### src/design/d2qig_pkg.sv
// ----------------------------------------------------------------------------
// d2qig_pkg
// Shared operation and boundary-normal codes for the D2Q9 gradient block.
// ----------------------------------------------------------------------------
package d2qig_pkg;

   typedef enum logic [1:0] {
      OP_INTERIOR = 2'd0,
      OP_BOUNDARY = 2'd1,
      OP_CORNER   = 2'd2
   } op_type;

   typedef logic [3:0] normal_type;

   localparam normal_type NRM_W  = 4'd1;
   localparam normal_type NRM_S  = 4'd2;
   localparam normal_type NRM_E  = 4'd3;
   localparam normal_type NRM_N  = 4'd4;
   localparam normal_type NRM_SW = 4'd5;
   localparam normal_type NRM_SE = 4'd6;
   localparam normal_type NRM_NE = 4'd7;
   localparam normal_type NRM_NW = 4'd8;

endpackage

### src/design/d2qig_if.sv
// ----------------------------------------------------------------------------
// d2qig_if
// Valid/ready channels for the D2Q9 gradient block: node request, gradient.
// ----------------------------------------------------------------------------
interface d2qig_req_if #(
   parameter int VALUE_WIDTH = 32
);
   logic                          valid;
   logic                          ready;
   logic [1:0]                    op;
   logic [3:0]                    normal;
   logic signed [VALUE_WIDTH-1:0] v_center;
   logic signed [VALUE_WIDTH-1:0] v_east;
   logic signed [VALUE_WIDTH-1:0] v_north;
   logic signed [VALUE_WIDTH-1:0] v_west;
   logic signed [VALUE_WIDTH-1:0] v_south;
   logic signed [VALUE_WIDTH-1:0] v_northeast;
   logic signed [VALUE_WIDTH-1:0] v_northwest;
   logic signed [VALUE_WIDTH-1:0] v_southwest;
   logic signed [VALUE_WIDTH-1:0] v_southeast;

   modport source (
      output valid, op, normal, v_center, v_east, v_north, v_west, v_south,
             v_northeast, v_northwest, v_southwest, v_southeast,
      input  ready
   );
   modport sink (
      input  valid, op, normal, v_center, v_east, v_north, v_west, v_south,
             v_northeast, v_northwest, v_southwest, v_southeast,
      output ready
   );
endinterface

interface d2qig_rsp_if #(
   parameter int VALUE_WIDTH = 32
);
   logic                        valid;
   logic                        ready;
   logic signed [VALUE_WIDTH:0] grad_x;
   logic signed [VALUE_WIDTH:0] grad_y;
   logic                        bad_normal;

   modport source (
      output valid, grad_x, grad_y, bad_normal,
      input  ready
   );
   modport sink (
      input  valid, grad_x, grad_y, bad_normal,
      output ready
   );
endinterface

### src/design/d2q9_isotropic_gradient.sv
// ----------------------------------------------------------------------------
// d2q9_isotropic_gradient
// Scalar gradient of a D2Q9 neighborhood: isotropic, boundary and corner.
// ----------------------------------------------------------------------------
// One lattice node enters per cycle unless the result side stalls; its gradient
// passes the input register, sum stage, partial-product stage and result register
// in order; each stage advances whenever the stage after it is empty or moving,
// so the sustained rate is one node per clock while the result side keeps taking.
// The isotropic stencil divides by 12 with truncation toward zero: the sum
// magnitude is shifted right by two and multiplied by a reciprocal of three,
// split in two halves whose products are added in the last stage. Boundary
// mode with a normal code outside 1..8 returns zero and raises bad_normal;
// op code 3 returns zero.
module d2q9_isotropic_gradient
   import d2qig_pkg::*;
#(
   parameter int VALUE_WIDTH = 32
) (
   input logic              clock,
   input logic              reset,
   d2qig_req_if.sink        req_ch,
   d2qig_rsp_if.source      rsp_ch
);

   localparam int W   = VALUE_WIDTH;
   localparam int GW  = W + 1;          // gradient and difference width
   localparam int SW  = W + 4;          // stencil sum width
   localparam int QW  = W + 1;          // sum magnitude divided by four
   localparam int S   = QW + 1 - (QW % 2);  // odd shift so 3*R = 2^S + 1
   localparam int RW  = S;
   localparam int HL  = QW / 2;
   localparam int HH  = QW - HL;
   localparam int PLW = HL + RW;
   localparam int PHW = HH + RW;
   localparam int TW  = QW + RW + 1;

   localparam logic [S:0]    POW        = {1'b1, {S{1'b0}}};
   localparam logic [S:0]    RECIP_FULL = (POW + 1) / 3;
   localparam logic [RW-1:0] RECIP      = RECIP_FULL[RW-1:0];

   function automatic logic signed [GW-1:0] half_trunc(input logic signed [GW-1:0] d);
      logic signed [GW-1:0] adj;
      adj = d + GW'(d[GW-1]);
      return adj >>> 1;
   endfunction

   // --------------------------------------------------------------- enables
   logic s0_v_ff, s1_v_ff, s2_v_ff, out_v_ff;
   logic s0_en, s1_en, s2_en, out_en;

   assign out_en       = !out_v_ff || rsp_ch.ready;
   assign s2_en        = !s2_v_ff || out_en;
   assign s1_en        = !s1_v_ff || s2_en;
   assign s0_en        = !s0_v_ff || s1_en;
   assign req_ch.ready = s0_en;

   // ---------------------------------------------------------- input stage
   logic [1:0]            op_ff;
   normal_type            normal_ff;
   logic signed [W-1:0]   c_ff, e_ff, n_ff, w_ff, s_ff, ne_ff, nw_ff, sw_ff, se_ff;

   always_ff @(posedge clock) begin
      if (reset) begin
         s0_v_ff <= 1'b0;
      end else if (s0_en) begin
         s0_v_ff <= req_ch.valid;
      end
      if (s0_en && req_ch.valid) begin
         op_ff     <= req_ch.op;
         normal_ff <= req_ch.normal;
         c_ff      <= req_ch.v_center;
         e_ff      <= req_ch.v_east;
         n_ff      <= req_ch.v_north;
         w_ff      <= req_ch.v_west;
         s_ff      <= req_ch.v_south;
         ne_ff     <= req_ch.v_northeast;
         nw_ff     <= req_ch.v_northwest;
         sw_ff     <= req_ch.v_southwest;
         se_ff     <= req_ch.v_southeast;
      end
   end

   // ------------------------------------------------------------ sum stage
   typedef struct packed {
      logic                 use_div;
      logic                 neg_x;
      logic                 neg_y;
      logic [QW-1:0]        q_x;
      logic [QW-1:0]        q_y;
      logic signed [GW-1:0] alt_x;
      logic signed [GW-1:0] alt_y;
      logic                 bad;
   } sum_stage_type;

   sum_stage_type        s1_in, s1_ff;
   logic signed [GW-1:0] dx, dy, hx, hy, ec, cw, nc, cs;
   logic signed [SW-1:0] sum_x, sum_y, mag_x, mag_y;

   always_comb begin
      dx = GW'(e_ff) - GW'(w_ff);
      dy = GW'(n_ff) - GW'(s_ff);
      ec = GW'(e_ff) - GW'(c_ff);
      cw = GW'(c_ff) - GW'(w_ff);
      nc = GW'(n_ff) - GW'(c_ff);
      cs = GW'(c_ff) - GW'(s_ff);
      hx = half_trunc(dx);
      hy = half_trunc(dy);
      sum_x = (SW'(dx) <<< 2) + SW'(ne_ff) - SW'(nw_ff) - SW'(sw_ff) + SW'(se_ff);
      sum_y = (SW'(dy) <<< 2) + SW'(ne_ff) + SW'(nw_ff) - SW'(sw_ff) - SW'(se_ff);
      mag_x = sum_x[SW-1] ? -sum_x : sum_x;
      mag_y = sum_y[SW-1] ? -sum_y : sum_y;

      s1_in.use_div = 1'b0;
      s1_in.neg_x   = sum_x[SW-1];
      s1_in.neg_y   = sum_y[SW-1];
      s1_in.q_x     = mag_x[QW+1:2];
      s1_in.q_y     = mag_y[QW+1:2];
      s1_in.alt_x   = '0;
      s1_in.alt_y   = '0;
      s1_in.bad     = 1'b0;

      case (op_ff)
         OP_INTERIOR: begin
            s1_in.use_div = 1'b1;
         end
         OP_CORNER: begin
            s1_in.alt_x = hx;
            s1_in.alt_y = hy;
         end
         OP_BOUNDARY: begin
            case (normal_ff)
               NRM_W:  begin s1_in.alt_x = ec; s1_in.alt_y = hy; end
               NRM_S:  begin s1_in.alt_x = hx; s1_in.alt_y = nc; end
               NRM_E:  begin s1_in.alt_x = cw; s1_in.alt_y = hy; end
               NRM_N:  begin s1_in.alt_x = hx; s1_in.alt_y = cs; end
               NRM_SW: begin s1_in.alt_x = ec; s1_in.alt_y = nc; end
               NRM_SE: begin s1_in.alt_x = cw; s1_in.alt_y = nc; end
               NRM_NE: begin s1_in.alt_x = cw; s1_in.alt_y = cs; end
               NRM_NW: begin s1_in.alt_x = ec; s1_in.alt_y = cs; end
               default: begin
                  s1_in.bad = 1'b1;
               end
            endcase
         end
         default: begin
            s1_in.use_div = 1'b0;
         end
      endcase
   end

   always_ff @(posedge clock) begin
      if (reset) begin
         s1_v_ff <= 1'b0;
      end else if (s1_en) begin
         s1_v_ff <= s0_v_ff;
      end
      if (s1_en && s0_v_ff) begin
         s1_ff <= s1_in;
      end
   end

   // ------------------------------------------------ partial-product stage
   typedef struct packed {
      logic                 use_div;
      logic                 neg_x;
      logic                 neg_y;
      logic [PHW-1:0]       ph_x;
      logic [PLW-1:0]       pl_x;
      logic [PHW-1:0]       ph_y;
      logic [PLW-1:0]       pl_y;
      logic signed [GW-1:0] alt_x;
      logic signed [GW-1:0] alt_y;
      logic                 bad;
   } prod_stage_type;

   prod_stage_type s2_in, s2_ff;

   always_comb begin
      s2_in.use_div = s1_ff.use_div;
      s2_in.neg_x   = s1_ff.neg_x;
      s2_in.neg_y   = s1_ff.neg_y;
      s2_in.ph_x    = PHW'(s1_ff.q_x[QW-1:HL]) * PHW'(RECIP);
      s2_in.pl_x    = PLW'(s1_ff.q_x[HL-1:0]) * PLW'(RECIP);
      s2_in.ph_y    = PHW'(s1_ff.q_y[QW-1:HL]) * PHW'(RECIP);
      s2_in.pl_y    = PLW'(s1_ff.q_y[HL-1:0]) * PLW'(RECIP);
      s2_in.alt_x   = s1_ff.alt_x;
      s2_in.alt_y   = s1_ff.alt_y;
      s2_in.bad     = s1_ff.bad;
   end

   always_ff @(posedge clock) begin
      if (reset) begin
         s2_v_ff <= 1'b0;
      end else if (s2_en) begin
         s2_v_ff <= s1_v_ff;
      end
      if (s2_en && s1_v_ff) begin
         s2_ff <= s2_in;
      end
   end

   // --------------------------------------------------------- result stage
   logic [TW-1:0]        tot_x, tot_y;
   logic [QW-1:0]        quo_x, quo_y;
   logic signed [GW-1:0] gx_in, gy_in;
   logic signed [GW-1:0] gx_ff, gy_ff;
   logic                 bad_ff;

   always_comb begin
      tot_x = (TW'(s2_ff.ph_x) << HL) + TW'(s2_ff.pl_x);
      tot_y = (TW'(s2_ff.ph_y) << HL) + TW'(s2_ff.pl_y);
      quo_x = tot_x[S +: QW];
      quo_y = tot_y[S +: QW];
      if (s2_ff.use_div) begin
         gx_in = s2_ff.neg_x ? -$signed(GW'(quo_x)) : $signed(GW'(quo_x));
         gy_in = s2_ff.neg_y ? -$signed(GW'(quo_y)) : $signed(GW'(quo_y));
      end else begin
         gx_in = s2_ff.alt_x;
         gy_in = s2_ff.alt_y;
      end
   end

   always_ff @(posedge clock) begin
      if (reset) begin
         out_v_ff <= 1'b0;
      end else if (out_en) begin
         out_v_ff <= s2_v_ff;
      end
      if (out_en && s2_v_ff) begin
         gx_ff  <= gx_in;
         gy_ff  <= gy_in;
         bad_ff <= s2_ff.bad;
      end
   end

   assign rsp_ch.valid      = out_v_ff;
   assign rsp_ch.grad_x     = gx_ff;
   assign rsp_ch.grad_y     = gy_ff;
   assign rsp_ch.bad_normal = bad_ff;

   // ------------------------------------------------------------ assertions
   a_bad_is_zero: assert property (@(posedge clock) disable iff (reset)
      rsp_ch.valid && rsp_ch.bad_normal |-> rsp_ch.grad_x == '0 && rsp_ch.grad_y == '0)
      else $error("bad normal item carries a nonzero gradient");

   a_free_flow: assert property (@(posedge clock) disable iff (reset)
      rsp_ch.ready |-> req_ch.ready)
      else $error("input stalled while result side is taking items");

   a_s1_hold: assert property (@(posedge clock) disable iff (reset)
      s1_v_ff && !s1_en |=> s1_v_ff && $stable(s1_ff))
      else $error("sum stage lost or changed a stalled item");

   a_div_only_interior: assert property (@(posedge clock) disable iff (reset)
      s1_v_ff && s1_ff.use_div |-> !s1_ff.bad)
      else $error("interior item flagged as bad normal");

endmodule
### src/flat_wrapper.sv
// flat-port wrapper written by rule: the top's interface ports become plain ports
module d2q9_isotropic_gradient_flat import d2qig_pkg::*;
#(
   parameter int VALUE_WIDTH = 32
)
  (clock, reset, req_ch_valid, req_ch_op, req_ch_normal, req_ch_v_center, req_ch_v_east, req_ch_v_north, req_ch_v_west, req_ch_v_south, req_ch_v_northeast, req_ch_v_northwest, req_ch_v_southwest, req_ch_v_southeast, req_ch_ready, rsp_ch_valid, rsp_ch_grad_x, rsp_ch_grad_y, rsp_ch_bad_normal, rsp_ch_ready);
  d2qig_req_if #(.VALUE_WIDTH(VALUE_WIDTH)) req_ch_i ();
  d2qig_rsp_if #(.VALUE_WIDTH(VALUE_WIDTH)) rsp_ch_i ();
  input logic clock;
  input logic reset;
  input wire logic [$bits(req_ch_i.valid)-1:0] req_ch_valid;
  input wire logic [$bits(req_ch_i.op)-1:0] req_ch_op;
  input wire logic [$bits(req_ch_i.normal)-1:0] req_ch_normal;
  input wire logic [$bits(req_ch_i.v_center)-1:0] req_ch_v_center;
  input wire logic [$bits(req_ch_i.v_east)-1:0] req_ch_v_east;
  input wire logic [$bits(req_ch_i.v_north)-1:0] req_ch_v_north;
  input wire logic [$bits(req_ch_i.v_west)-1:0] req_ch_v_west;
  input wire logic [$bits(req_ch_i.v_south)-1:0] req_ch_v_south;
  input wire logic [$bits(req_ch_i.v_northeast)-1:0] req_ch_v_northeast;
  input wire logic [$bits(req_ch_i.v_northwest)-1:0] req_ch_v_northwest;
  input wire logic [$bits(req_ch_i.v_southwest)-1:0] req_ch_v_southwest;
  input wire logic [$bits(req_ch_i.v_southeast)-1:0] req_ch_v_southeast;
  output wire logic [$bits(req_ch_i.ready)-1:0] req_ch_ready;
  output wire logic [$bits(rsp_ch_i.valid)-1:0] rsp_ch_valid;
  output wire logic [$bits(rsp_ch_i.grad_x)-1:0] rsp_ch_grad_x;
  output wire logic [$bits(rsp_ch_i.grad_y)-1:0] rsp_ch_grad_y;
  output wire logic [$bits(rsp_ch_i.bad_normal)-1:0] rsp_ch_bad_normal;
  input wire logic [$bits(rsp_ch_i.ready)-1:0] rsp_ch_ready;
  assign req_ch_i.valid = req_ch_valid;
  assign req_ch_i.op = req_ch_op;
  assign req_ch_i.normal = req_ch_normal;
  assign req_ch_i.v_center = req_ch_v_center;
  assign req_ch_i.v_east = req_ch_v_east;
  assign req_ch_i.v_north = req_ch_v_north;
  assign req_ch_i.v_west = req_ch_v_west;
  assign req_ch_i.v_south = req_ch_v_south;
  assign req_ch_i.v_northeast = req_ch_v_northeast;
  assign req_ch_i.v_northwest = req_ch_v_northwest;
  assign req_ch_i.v_southwest = req_ch_v_southwest;
  assign req_ch_i.v_southeast = req_ch_v_southeast;
  assign req_ch_ready = req_ch_i.ready;
  assign rsp_ch_valid = rsp_ch_i.valid;
  assign rsp_ch_grad_x = rsp_ch_i.grad_x;
  assign rsp_ch_grad_y = rsp_ch_i.grad_y;
  assign rsp_ch_bad_normal = rsp_ch_i.bad_normal;
  assign rsp_ch_i.ready = rsp_ch_ready;
  d2q9_isotropic_gradient #(.VALUE_WIDTH(VALUE_WIDTH)) u_core (.clock(clock), .reset(reset), .req_ch(req_ch_i), .rsp_ch(rsp_ch_i));
endmodule
### config.mk
export PLATFORM = sky130hd
export DESIGN_NAME = d2q9_isotropic_gradient_flat
export DESIGN_NICKNAME = d
export VERILOG_FILES = /design/src/design/d2qig_pkg.sv /design/src/design/d2qig_if.sv /design/src/design/d2q9_isotropic_gradient.sv /design/src/flat_wrapper.sv
export SDC_FILE = /design/constraint.sdc
export NUM_CORES = 2
export LEC_CHECK = 0
export BUFFER_PORTS_ARGS = -buffer_cell sky130_fd_sc_hd__buf_2
export CORE_MARGIN = 4
export CORE_UTILIZATION = 41
export CTS_BUF_LIST = sky130_fd_sc_hd__clkbuf_2 sky130_fd_sc_hd__clkbuf_4 sky130_fd_sc_hd__clkbuf_8
export DETAILED_ROUTE_END_ITERATION = 12
export SLEW_MARGIN = 40
export SYNTH_ARGS = -nofsm -noshare
export SYNTH_HDL_FRONTEND = slang
export SYNTH_SLANG_ARGS = --single-unit
### constraint.sdc
create_clock -name clock -period 54.5 [get_ports clock]
set_input_delay 13.625 -clock clock [delete_from_list [all_inputs] [get_ports clock]]
set_output_delay 13.625 -clock clock [all_outputs]
set_load 0.02 [all_outputs]
==> summary.md <==
| Metric | Value |
|---|---|
| Routed Antenna Nets | 0 |
| Finished Layout Cells | 9590 |
| Postcts setup bufs | 0 |
| I/O pin count | 367 |
| Count of cell types in the netlist | 98 |
| Routed vias | 52.37k |
| Synth Warn # | 0 |
| CTS tree | done |
| Inst Count DP | 9350 |
| Commonest non-fill, non-tap cells in the layout | 1066 x inv_1, 829 x ha_1, 729 x edfxtp_1, 562 x fa_1, 450 x a21oi_1 |
| Largest net degree at the start of global routing | 86 |
| Drt total wl | 208300 microns |
| Worst-path fanout max | 5 |
| Max_slew headroom | 0.3993 |
| Final Util | 0.4572 |
| Cell Area, Synth | 70450 sq um |
| Final worst path period share | 0.5231 |
| Antenna violations before repair | 15 |
| Cells after synthesis | 6849 |
| Run status | completed |
| First-pass GRT wire length | 317800 microns |
| GRT Util Overall | 0.2324 |
| Global route overflow | 0 |
| Asr flop ratio synth | 0 |
| CTS sink count | 733 |
| Max-cap check violation count | 0 |
| Hold Path Sink | u_core.s2_ff[44] |
| DRT Pass-1 Iters | 6 |
| Clk root buf | clkbuf_8 |
| Die height | 422.5 microns |
| Final Net Count | 8957 |
| Reg2Reg Setup Slack | 44.92 ns |
| WHS | 0.4117 ns |
| Syn_nets | 8538 |
| Unrepaired setup endpoints after global routing | no |
| R2R cell count | 28 |
| Final Hold Vio Count | 0 |
| CP Launch Point | rsp_ch_ready |
| Layout Skew | 0.05000 ns |
| Startpoint Class | input pin |
| Hold-fix buffers, CTS | 0 |
| FF-to-FF Start | u_core.w_ff[0] |
| Core ar. | 170000 sq um |
| Port Buffer Count | 366 |
| Slew Viols, Final | 0 |
| Number of synthesized flops with an enable pin | 729 |
| GR Layer Usage met1 | 0.2968 |
| Fill count | 16.02k |
| Hold depth | 0 |
| Clk slew on worst S/H paths | 0.07 ns |
| Layer with the highest usage | met2 |
| Commonest non-fill, non-tap cell in the layout | inv_1 |
| Area of the multi-input gates | 44140 sq um |
| Setup TNS | 0 ns |
| Critical Path End Type | output port |
| Sequential element share of the synthesized area | 0.3119 |
| Reg area | 21970 sq um |
| Area Overhead vs Synth | 10.35% |
| Die X | 422.5 microns |
| Share of layout cells above drive strength 1 | 0.09681 |
| Slew @ Worst Pin | 0.8971 ns |
| GRT met3 Usage | 0.03441 |
| DR vias/cell | 5.461 |
| Synth Area per Inst | 10.29 sq um |
| Max Freq | 35.07 MHz |
| Num CTS Buffers | 132 |
| GRT met2 Usage | 0.3933 |
| Routed len/inst | 21.72 microns |
| Arr. time, crit path | 14.89 ns |
| Die area | 178500 sq um |
| Drt drc | 0 |
| Routability cong. | 0.9595 |
| Clock buffer depth | 3 |
| Worst hold start | u_core.s1_ff[44] |
| Endpoints failing setup | 0 |
| Final Critical Period | 28.51 ns |
| CTS HTree Levels | 4 |
| Clk_lat worst skew | 0.89 ns |
| Vias in the first global route | 53.65k |
| Most used DFF post-synth | edfxtp_1 |
| Register bit total from synthesis | 733 |
| FF-to-FF End | u_core.s1_ff[104] |
| Row count | 151 |
| Starting density of the core | 0.4143 |
| WS Path Type | in -> out |
| Req. time, crit path | 40.88 ns |
| Post-cts gate resize count | 0 |
| Drt first-iter violations | 3864 |
| Hold Crit Class | reg -> reg |
| Post-DP HPWL | 177300 microns |
[area by class of cell]
type	count	area share
multi-input cells	4928	0.5678
flip-flops and latches	733	0.2826
repair buffers	406	0.02820
clock inverters	75	0.008112
clock buffers	156	0.02577
well taps	2218	0.03570
inverters	1067	0.05152
diodes	7	0.0002253
[worst max-delay path by stage]
stage,end,depth (start not counted),slack (ns)
finish,req_ch_ready,5,25.99
global route,req_ch_ready,5,25.89
CTS,req_ch_ready,5,26.00
detailed placement,req_ch_ready,5,26.00
global placement,req_ch_ready,5,26.01
floorplan,u_core.s2_ff[0],2,22.92
[worst max-delay path, stage by stage]
cell,delay [ns]
buf_2,0.09
nor2b_1,0.45
and3_1,0.41
nand2_1,0.12
buf_2,0.17
[synthesized netlist by cell type (12+ instances only)]
library cell	n	area (sq um)
a21o_1	233	1749
mux2i_1	15	150.1
or2_2	21	131.4
nand3b_1	15	112.6
clkbuf_1	116	435.4
o21a_1	63	473.0
o31a_1	12	105.1
a21boi_0	22	165.2
o22ai_1	47	294.0
edfxtp_1	729	21890
nand2b_1	62	387.9
o2111ai_1	21	183.9
nor2_1	349	1310
nand2_1	309	1160
a211oi_1	38	285.3
and3_1	60	375.4
or3_1	36	225.2
fa_1	562	11250
a211o_1	12	105.1
and2_1	73	456.7
o21ai_0	252	1261
mux2_2	19	214.0
o21bai_1	59	442.9
nor3_1	106	530.5
a31oi_1	59	369.1
a21oi_1	452	2262
a22oi_1	40	300.3
nand3_1	124	620.6
o31ai_1	34	255.2
ha_1	829	10370
nand4_1	53	331.6
and4_1	23	201.4
a31o_2	12	105.1
o211ai_1	46	345.3
or4_1	16	120.1
nor4_1	26	162.7
nor2b_1	73	456.7
a311oi_1	15	131.4
a2111oi_0	14	122.6
a221oi_1	13	113.9
inv_1	1066	4001
xnor2_1	368	3223
xor2_1	164	1436
[registers in the layout, summed over array words and instances (netlist names)]
name	flops
u_core.nw_ff	32
u_core.w_ff	32
u_core.s2_v_ff	1
u_core.op_ff	2
u_core.rsp_ch.grad_x	33
u_core.c_ff	32
u_core.ne_ff	32
u_core.normal_ff	4
u_core.se_ff	32
u_core.rsp_ch.bad_normal	1
u_core.s1_ff	136
u_core.s2_ff	232
u_core.rsp_ch.grad_y	33
u_core.n_ff	32
u_core.rsp_ch.valid	1
u_core.e_ff	32
u_core.s1_v_ff	1
u_core.s0_v_ff	1
u_core.sw_ff	32
u_core.s_ff	32
[per-layer routing]
layer	wire (microns)	vias to the layer above
met3	10790	313
met1	88290	25600
li1	-	24960
met2	99750	1500
met4	9461	4
met5	27	-
[cell families after synthesis]
logic type / synth area share
compound gates: 0.1449
xor+xnor: 0.06614
fa+ha+maj: 0.3069
buf+inv: 0.06332
flops: 0.3119
mux: 0.005382
simple gates: 0.1014
[per-stage QoR]
step                      cell area [sq um]  worst slack (ns)
after floorplan                       70450             22.92
final                                 77740             25.99
after global routing                  77730             25.89
after detailed placement              75020             26.00
after CTS                             77650             26.00
after global placement                74920             26.01
Power is left out: the tool's default activity adds up to more than one toggle a clock period on the data nets, which glitch-free logic cannot reach.
